<file path="src/hdl/swaf_pkg.sv">
// ----------------------------------------------------------------------------
// swaf_pkg
// Shared types and constants of the sliding-window anagram finder.
// ----------------------------------------------------------------------------
package swaf_pkg;

  localparam int OP_W              = 2;
  localparam int LETTER_W          = 5;
  localparam int POS_W             = 16;
  localparam int MAX_PATTERN_DEF   = 64;
  localparam int ALPHABET_SIZE_DEF = 26;

  typedef enum logic [OP_W-1:0] {
    OP_LOAD  = 2'd0,
    OP_TEXT  = 2'd1,
    OP_CLEAR = 2'd2
  } op_e;

  // Update request for the two histograms.
  typedef struct packed {
    logic                clear;
    logic                pat_inc;
    logic                win_inc;
    logic                win_dec;
    logic [LETTER_W-1:0] letter;
    logic [LETTER_W-1:0] old_letter;
  } hist_cmd_t;

  // One result word.
  typedef struct packed {
    logic             matched;
    logic             done_res;
    logic [POS_W-1:0] start_index;
    logic [POS_W-1:0] end_index;
  } res_t;

endpackage

</file>
<file path="src/hdl/sliding_window_anagram_finder.sv">
// ----------------------------------------------------------------------------
// sliding_window_anagram_finder
// Finds the first window of a text letter stream that is an anagram of a
// loaded pattern, using letter histograms and a delay line of recent letters.
// ----------------------------------------------------------------------------
//   channel  handshake                 payload
//   in       in_valid_i / in_stall_o   operation_i, letter_i
//   out      out_valid_o / out_stall_i matched_o, done_res_o, start_index_o,
//                                      end_index_o
//
// One word per cycle while in_stall_o is low: each word is applied to the histograms,
// counters and delay line in the cycle it is accepted; its result is registered
// in the output buffer. The delay line is read ahead, at the slot the next letter retires.
// Only text letters produce a result. in_stall_o rises only when both the
// output register and the skid register hold results.
// Reset clears all control state and both histograms; no clearing pass.
// ----------------------------------------------------------------------------
module sliding_window_anagram_finder
  import swaf_pkg::*;
#(
  parameter int MAX_PATTERN   = MAX_PATTERN_DEF,
  parameter int ALPHABET_SIZE = ALPHABET_SIZE_DEF
) (
  input  logic                clk_i,
  input  logic                rst_ni,
  input  logic                in_valid_i,
  output logic                in_stall_o,
  input  logic [OP_W-1:0]     operation_i,
  input  logic [LETTER_W-1:0] letter_i,
  output logic                out_valid_o,
  input  logic                out_stall_i,
  output logic                matched_o,
  output logic                done_res_o,
  output logic [POS_W-1:0]    start_index_o,
  output logic [POS_W-1:0]    end_index_o
);

  localparam int CNT_W  = $clog2(MAX_PATTERN + 1);
  localparam int SLOT_W = $clog2(MAX_PATTERN > 1 ? MAX_PATTERN : 2);

  logic [CNT_W-1:0]  plen_q, plen_d;
  logic [CNT_W-1:0]  fill_q, fill_d;
  logic [SLOT_W-1:0] slot_q, slot_d;
  logic [POS_W-1:0]  pos_q, pos_d;
  logic [POS_W-1:0]  fstart_q, fstart_d;
  logic [POS_W-1:0]  fend_q, fend_d;
  logic              found_q, found_d;
  logic              started_q, started_d;

  logic                accept;
  logic                letter_ok;
  logic                full;
  logic                equal;
  logic                push;
  res_t                res;
  res_t                out_data;
  hist_cmd_t           cmd;
  logic                wr_en;
  logic [LETTER_W-1:0] old_letter;
  logic [CNT_W:0]      rd_sum;
  logic [SLOT_W-1:0]   rd_slot;

  assign in_stall_o = full;
  assign accept     = in_valid_i && !in_stall_o;
  assign letter_ok  = 32'(letter_i) < ALPHABET_SIZE;

  always_comb begin
    plen_d     = plen_q;
    fill_d     = fill_q;
    slot_d     = slot_q;
    pos_d      = pos_q;
    fstart_d   = fstart_q;
    fend_d     = fend_q;
    found_d    = found_q;
    started_d  = started_q;
    cmd        = '0;
    cmd.letter = letter_i;
    cmd.old_letter = old_letter;
    wr_en      = 1'b0;
    push       = 1'b0;
    res        = '0;
    if (accept) begin
      case (operation_i)
        OP_CLEAR: begin
          plen_d    = '0;
          fill_d    = '0;
          slot_d    = '0;
          pos_d     = '0;
          fstart_d  = '0;
          fend_d    = '0;
          found_d   = 1'b0;
          started_d = 1'b0;
          cmd.clear = 1'b1;
        end
        OP_LOAD: begin
          if (letter_ok && !started_q && (plen_q < CNT_W'(MAX_PATTERN))) begin
            cmd.pat_inc = 1'b1;
            plen_d      = plen_q + CNT_W'(1);
          end
        end
        OP_TEXT: begin
          if (letter_ok) begin
            started_d = 1'b1;
            push      = 1'b1;
            if (pos_q != '1) begin
              pos_d = pos_q + POS_W'(1);
            end
            if (found_q) begin
              res.done_res    = 1'b1;
              res.start_index = fstart_q;
              res.end_index   = fend_q;
            end else begin
              if (plen_q != '0) begin
                // retire the oldest letter once the window is full
                if (fill_q >= plen_q) begin
                  cmd.win_dec = 1'b1;
                end else begin
                  fill_d = fill_q + CNT_W'(1);
                end
                cmd.win_inc = 1'b1;
                wr_en       = 1'b1;
                slot_d      = (slot_q == SLOT_W'(MAX_PATTERN - 1)) ? '0
                                                                   : slot_q + SLOT_W'(1);
              end
              if (equal) begin
                found_d         = 1'b1;
                // an empty pattern matches on this letter alone
                fstart_d        = (plen_q == '0) ? pos_q
                                                 : pos_q + POS_W'(1) - POS_W'(plen_q);
                fend_d          = pos_q;
                res.matched     = 1'b1;
                res.start_index = fstart_d;
                res.end_index   = pos_q;
              end
            end
          end
        end
        default: begin
        end
      endcase
    end
  end

  // Prefetch the slot the next text letter retires.
  always_comb begin
    rd_sum = (CNT_W+1)'(slot_d) + (CNT_W+1)'(MAX_PATTERN) - (CNT_W+1)'(plen_d);
    if (rd_sum >= (CNT_W+1)'(MAX_PATTERN)) begin
      rd_slot = SLOT_W'(rd_sum - (CNT_W+1)'(MAX_PATTERN));
    end else begin
      rd_slot = SLOT_W'(rd_sum);
    end
  end

  always_ff @(posedge clk_i or negedge rst_ni) begin
    if (!rst_ni) begin
      plen_q    <= '0;
      fill_q    <= '0;
      slot_q    <= '0;
      pos_q     <= '0;
      fstart_q  <= '0;
      fend_q    <= '0;
      found_q   <= 1'b0;
      started_q <= 1'b0;
    end else begin
      plen_q    <= plen_d;
      fill_q    <= fill_d;
      slot_q    <= slot_d;
      pos_q     <= pos_d;
      fstart_q  <= fstart_d;
      fend_q    <= fend_d;
      found_q   <= found_d;
      started_q <= started_d;
    end
  end

  swaf_hist #(
    .MAX_PATTERN   (MAX_PATTERN),
    .ALPHABET_SIZE (ALPHABET_SIZE)
  ) u_hist (
    .clk_i   (clk_i),
    .rst_ni  (rst_ni),
    .cmd_i   (cmd),
    .equal_o (equal)
  );

  swaf_delay #(
    .MAX_PATTERN (MAX_PATTERN)
  ) u_delay (
    .clk_i       (clk_i),
    .wr_en_i     (wr_en),
    .wr_slot_i   (slot_q),
    .wr_letter_i (letter_i),
    .rd_slot_i   (rd_slot),
    .rd_letter_o (old_letter)
  );

  swaf_obuf u_obuf (
    .clk_i       (clk_i),
    .rst_ni      (rst_ni),
    .push_i      (push),
    .push_data_i (res),
    .full_o      (full),
    .out_valid_o (out_valid_o),
    .out_stall_i (out_stall_i),
    .out_data_o  (out_data)
  );

  assign matched_o     = out_data.matched;
  assign done_res_o    = out_data.done_res;
  assign start_index_o = out_data.start_index;
  assign end_index_o   = out_data.end_index;

endmodule

</file>
<file path="src/hdl/swaf_hist.sv">
// ----------------------------------------------------------------------------
// swaf_hist
// Pattern and window letter histograms, one counter cell per letter, and the
// equality check of the updated window against the pattern.
// ----------------------------------------------------------------------------
module swaf_hist
  import swaf_pkg::*;
#(
  parameter int MAX_PATTERN   = MAX_PATTERN_DEF,
  parameter int ALPHABET_SIZE = ALPHABET_SIZE_DEF
) (
  input  logic      clk_i,
  input  logic      rst_ni,
  input  hist_cmd_t cmd_i,
  output logic      equal_o
);

  localparam int CNT_W = $clog2(MAX_PATTERN + 1);

  logic [CNT_W-1:0] pat_q [ALPHABET_SIZE];
  logic [CNT_W-1:0] pat_d [ALPHABET_SIZE];
  logic [CNT_W-1:0] win_q [ALPHABET_SIZE];
  logic [CNT_W-1:0] win_d [ALPHABET_SIZE];

  always_comb begin
    equal_o = 1'b1;
    for (int i = 0; i < ALPHABET_SIZE; i++) begin
      pat_d[i] = pat_q[i];
      win_d[i] = win_q[i];
      if (cmd_i.pat_inc && (32'(cmd_i.letter) == i)) begin
        pat_d[i] = pat_q[i] + CNT_W'(1);
      end
      if (cmd_i.win_inc && (32'(cmd_i.letter) == i)) begin
        win_d[i] = win_d[i] + CNT_W'(1);
      end
      if (cmd_i.win_dec && (32'(cmd_i.old_letter) == i)) begin
        win_d[i] = win_d[i] - CNT_W'(1);
      end
      if (cmd_i.clear) begin
        pat_d[i] = '0;
        win_d[i] = '0;
      end
      // compare the window as it stands after this letter
      if (win_d[i] != pat_q[i]) begin
        equal_o = 1'b0;
      end
    end
  end

  always_ff @(posedge clk_i or negedge rst_ni) begin
    if (!rst_ni) begin
      for (int i = 0; i < ALPHABET_SIZE; i++) begin
        pat_q[i] <= '0;
        win_q[i] <= '0;
      end
    end else begin
      for (int i = 0; i < ALPHABET_SIZE; i++) begin
        pat_q[i] <= pat_d[i];
        win_q[i] <= win_d[i];
      end
    end
  end

endmodule

</file>
<file path="src/hdl/swaf_delay.sv">
// ----------------------------------------------------------------------------
// swaf_delay
// Delay line of recent text letters. One write and one registered read per
// cycle; a read of the slot written in the same cycle returns the new letter.
// ----------------------------------------------------------------------------
module swaf_delay
  import swaf_pkg::*;
#(
  parameter int MAX_PATTERN = MAX_PATTERN_DEF
) (
  input  logic                clk_i,
  input  logic                wr_en_i,
  input  logic [$clog2(MAX_PATTERN > 1 ? MAX_PATTERN : 2)-1:0] wr_slot_i,
  input  logic [LETTER_W-1:0] wr_letter_i,
  input  logic [$clog2(MAX_PATTERN > 1 ? MAX_PATTERN : 2)-1:0] rd_slot_i,
  output logic [LETTER_W-1:0] rd_letter_o
);

  logic [LETTER_W-1:0] mem [MAX_PATTERN];
  logic [LETTER_W-1:0] rd_q;

  always_ff @(posedge clk_i) begin
    if (wr_en_i) begin
      mem[wr_slot_i] <= wr_letter_i;
    end
  end

  always_ff @(posedge clk_i) begin
    if (wr_en_i && (wr_slot_i == rd_slot_i)) begin
      rd_q <= wr_letter_i;
    end else begin
      rd_q <= mem[rd_slot_i];
    end
  end

  assign rd_letter_o = rd_q;

endmodule

</file>
<file path="src/hdl/swaf_obuf.sv">
// ----------------------------------------------------------------------------
// swaf_obuf
// Two-entry result buffer: output register plus skid register, so the input
// side keeps flowing while a result waits on a stalled output.
// ----------------------------------------------------------------------------
module swaf_obuf
  import swaf_pkg::*;
(
  input  logic clk_i,
  input  logic rst_ni,
  input  logic push_i,
  input  res_t push_data_i,
  output logic full_o,
  output logic out_valid_o,
  input  logic out_stall_i,
  output res_t out_data_o
);

  logic head_valid_q, head_valid_d;
  logic skid_valid_q, skid_valid_d;
  res_t head_q, head_d;
  res_t skid_q, skid_d;
  logic pop;

  assign pop = head_valid_q && !out_stall_i;

  always_comb begin
    head_d       = head_q;
    skid_d       = skid_q;
    head_valid_d = head_valid_q;
    skid_valid_d = skid_valid_q;
    if (pop) begin
      if (skid_valid_q) begin
        head_d       = skid_q;
        skid_valid_d = 1'b0;
      end else begin
        head_valid_d = 1'b0;
      end
    end
    if (push_i) begin
      if (!head_valid_d) begin
        head_d       = push_data_i;
        head_valid_d = 1'b1;
      end else begin
        skid_d       = push_data_i;
        skid_valid_d = 1'b1;
      end
    end
  end

  always_ff @(posedge clk_i or negedge rst_ni) begin
    if (!rst_ni) begin
      head_valid_q <= 1'b0;
      skid_valid_q <= 1'b0;
    end else begin
      head_valid_q <= head_valid_d;
      skid_valid_q <= skid_valid_d;
    end
  end

  always_ff @(posedge clk_i) begin
    head_q <= head_d;
    skid_q <= skid_d;
  end

  assign full_o      = skid_valid_q;
  assign out_valid_o = head_valid_q;
  assign out_data_o  = head_q;

endmodule
</file>
<file path="config.mk">
export PLATFORM = sky130hd
export DESIGN_NAME = sliding_window_anagram_finder
export DESIGN_NICKNAME = d
export VERILOG_FILES = /design/src/hdl/swaf_pkg.sv /design/src/hdl/sliding_window_anagram_finder.sv /design/src/hdl/swaf_hist.sv /design/src/hdl/swaf_delay.sv /design/src/hdl/swaf_obuf.sv
export SDC_FILE = /design/constraint.sdc
export NUM_CORES = 2
export LEC_CHECK = 0
export ABC_AREA = 1
export ABC_CLOCK_PERIOD_IN_PS = 12300
export BUFFER_PORTS_ARGS = -buffer_cell sky130_fd_sc_hd__buf_2
export CAP_MARGIN = 10
export CORE_MARGIN = 10
export CORE_UTILIZATION = 30
export DETAILED_ROUTE_END_ITERATION = 8
export SYNTH_ARGS = -nofsm -noshare
export SYNTH_HDL_FRONTEND = slang
export SYNTH_SLANG_ARGS = --single-unit
export TNS_END_PERCENT = 30
</file>
<file path="constraint.sdc">
create_clock -name clk_i -period 12.3 [get_ports clk_i]
set_input_delay 2.46 -clock clk_i [delete_from_list [all_inputs] [get_ports clk_i]]
set_output_delay 2.46 -clock clk_i [all_outputs]
set_load 0.02 [all_outputs]
</file>
==> metrics.csv <==
stage,metric,value,unit
layout,area_growth,11.45,%
placement,place_congestion,0.9098,
timing,fin_skew,0.08106,ns
pwr,leakagePower,26.16,nW
setup_path,r2r_slack,4.04,ns
pwr,design_power_total,9.806,mW
global_routing,antenna_found_initial,1,
drt,firstDrtPassIters,6,
layout,final_area,54030,sq um
logic_synthesis,synth_top_cell_by_area,dfrtp_1,
logic_synthesis,synth.most_common_cell,nand2_1,
setup_path,worstRegToRegCells,25,
placement,dp_cells,8254,
logic_synthesis,syn_area,48480,sq um
layout,n_antenna_cell,0,
pwr,ir_drop,0.1393,mV
floorplan,start_util,0.3020,
setup_path,critical_path_peak_fanout,37,
drt,post_drt_wl_per_cell,16.98,um
clock_network,cts_tree,yes,
setup_path,end_kind,flop,
clock_network,numCtsBuffers,94,
hold_path,hp-class,reg2reg,
floorplan,pin_count,47,
logic_synthesis,ys_seq_area_frac,0.4608,
floorplan,fp-row-count,147,
hold_path,hold_start,u_hist.pat_q[88],
drt,drt_iter0_drc,3955,
timing,finalSetupTns,0,ns
global_routing,grt_pass1_vias,38990,
floorplan,design.die.area,178100,sq um
timing,period_needed,8.347,ns
drt,via_per_inst,4.928,
setup_path,path_class,in2reg,
logic_synthesis,synth.area.top_cells,"dfrtp_1, edfxtp_1, nand2_1, nand3_1, inv_1",
setup_path,r2r_end,fstart_q[13],
timing,tightest_slew,1.161,ns
job,drv_cap,0,
timing,fmax,119.8,MHz
drt,finalWirelength,143100,um
logic_synthesis,ys_warn_count,0,
layout,fin_nets,6308,
logic_synthesis,ys_top_cells_by_count,"nand2_1, nand3_1, inv_1, nor2_1, dfrtp_1",
timing,fin_ws,3.953,ns
logic_synthesis,synth-seq-cells,830,
drt,ant_nets,0,
clock_network,clk_latency,0.74,ns
timing,post-route-period-util,0.6786,
placement,dpl_cell_area,50880,sq um
run_status,status,finished clean,
clock_network,cts.sinks,830,
global_routing,grt_pass1_wl,223600,um
placement,pre_cts_slack,3.262,ns
clock_network,post-cts-setup-buffers,0,
setup_path,cp_data_arrival_time,8.90,ns
logic_synthesis,synth_edf_count,354,
layout,fin_cells,8428,
logic_synthesis,avgSynthCellArea,7.820,sq um
hold_path,worstHoldEndpoint,u_hist.pat_q[89],
clock_network,root_buffer,clkbuf_16,
global_routing,overflow,0,
clock_network,cts_resized,0,
setup_path,cp-start-kind,input port,
timing,drv_slew,0,
logic_synthesis,syn_nets,6318,
layout,drive_gt1_frac,0.06956,
timing,relSlewSlack,0.2214,
timing,rsz0062_at_grt,no,
hold_path,hold_path_depth,1,
floorplan,core,160600,sq um
global_routing,grt_util_all_layers,0.1548,
clock_network,clockBufferDepth,3,
floorplan,dieWidth,422.0,um
drt,vias,41530,
placement,dp.final_hpwl,100600,um
drt,route.detailed.drc,0,
logic_synthesis,yosysUniqueCellTypes,57,
timing,final_hold_viol_count,0,
setup_path,critPathRequiredTime,12.85,ns
clock_network,hold_buffers,0,
placement,port_buffers,46,
timing,setup-violations-final,0,
global_routing,grt_max_degree,192,
logic_synthesis,dominantRegCellSynth,dfrtp_1,
clock_network,path_clk_slew,0.06,ns
logic_synthesis,netlist_instances,6200,
floorplan,die_y,422.0,um
pwr,power_per_cell_area,181.5,nW/um^2
clock_network,htreeDepth,3,
logic_synthesis,synthArstFlopShare,0.5253,
logic_synthesis,synth_top_area_share,0.2250,
-- cell families after synthesis --
kind of cell    count (synthesis)  synth area share
mux                            20          0.004387
compound gates                497           0.05481
flops                         830            0.4608
simple gates                 3509            0.3247
xor+xnor                      267           0.04823
fa+ha+maj                     107           0.02792
buf+inv                       970           0.07915
-- routing by layer --
layer | vias to the layer above | global-route usage | wire length, um
met2 | 1145 | 0.2474 | 64660
li1 | 20430 | - | -
met5 | - | 0 | 0
met1 | 19730 | 0.2147 | 65660
met4 | 0 | 0.04726 | 4459
met3 | 221 | 0.02361 | 8297
-- final cells by class --
type	instances	area, sq um
clock inverters	46	509.2
multi-input cells	4400	22330
flip-flops and latches	830	22350
repair buffers	88	580.6
well taps	2160	2703
fillers	16750	106500
clock buffers	128	2640
inverters	776	2927
-- flip-flops by register name, summed over array words and instances, names as in the netlist, named ones only --
| signal | cells |
|---|---|
| fstart_q | 16 |
| u_hist.win_q | 182 |
| u_obuf.out_valid_o | 1 |
| u_hist.pat_q | 182 |
| pos_q | 16 |
| u_obuf.full_o | 1 |
| u_delay.mem | 320 |
| started_q | 1 |
| u_obuf.out_data_o | 34 |
| u_obuf.skid_q | 34 |
| fill_q | 7 |
| slot_q | 6 |
| plen_q | 6 |
| fend_q | 16 |
| found_q | 1 |
-- stage by stage --
stage                     hold slack, ns  utilization
after floorplan                   0.4426            -
after global placement            0.4611       0.3169
after detailed placement          0.4664       0.3169
after CTS                         0.4751       0.3365
after global routing              0.4924       0.3365
final                             0.4775       0.3365
-- critical path, stage by stage --
cell	delay [ns]
buf_2	0.11
inv_1	0.07
ha_1	0.39
inv_1	0.13
nor2_2	0.22
nand2_2	0.13
nor2_8	0.54
nand2_2	0.14
clkinv_2	0.57
buf_4	0.48
nand2_1	0.21
nand2_1	0.12
nand3_1	0.09
nand2_1	0.10
nand2_1	0.07
nor2_1	0.33
nand2_1	0.26
nor2_1	0.15
nand2_1	0.11
nor2_1	0.14
nand3_2	0.15
nor2_8	0.53
nand4_2	0.88
nand3_1	0.30
o21ai_1	0.10
-- worst max-delay path by stage --
stage | startpoint | endpoint | slack, ns
6_report | operation_i[1] | fstart_q[13] | 3.95
5_1_grt | flop | fstart_q[13] | 3.41
4_1_cts | operation_i[1] | fstart_q[13] | 4.00
3_5_place_dp | operation_i[1] | fstart_q[9] | 3.26
3_3_place_gp | operation_i[1] | fend_q[0] | 3.34
2_1_floorplan | operation_i[1] | u_obuf.skid_q[4] | 6.25
-- cell usage in the layout (no fill, tap or decap), drive strengths merged, types with 2 or more instances in the layout --
| cell | netlist | final |
|---|---|---|
| nor3 | 129 | 129 |
| ha | 105 | 105 |
| or2 | 23 | 23 |
| xor2 | 194 | 194 |
| xnor2 | 73 | 73 |
| bufinv | 0 | 6 |
| and3 | 10 | 10 |
| o2111ai | 6 | 6 |
| o22ai | 18 | 18 |
| o21bai | 3 | 3 |
| o21ai | 283 | 283 |
| clkbuf | 84 | 128 |
| nor4 | 16 | 16 |
| mux2i | 10 | 10 |
| a21boi | 4 | 4 |
| a221oi | 11 | 11 |
| edfxtp | 354 | 354 |
| inv | 772 | 774 |
| nand3 | 791 | 791 |
| dfxtp | 40 | 40 |
| clkinv | 4 | 41 |
| a211oi | 7 | 7 |
| fa | 2 | 2 |
| a21oi | 144 | 144 |
| nand2 | 1780 | 1780 |
| dfrtp | 436 | 436 |
| buf | 110 | 88 |
| nand3b | 28 | 28 |
| nor2 | 469 | 469 |
| nand4 | 256 | 256 |
| a31oi | 11 | 11 |
| mux2 | 10 | 10 |
| o211ai | 4 | 4 |
| a21o | 2 | 2 |
| nor3b | 7 | 7 |
-- report_power, final --
part | internal (mW) | switching [mW] | leakage, nW
Clock | 1.64 | 1.23 | 1.55
Sequential | 3.11 | 0.235 | 9.55
Combinational | 0.987 | 2.60 | 15.1
Power figures use the tool's default switching activity.
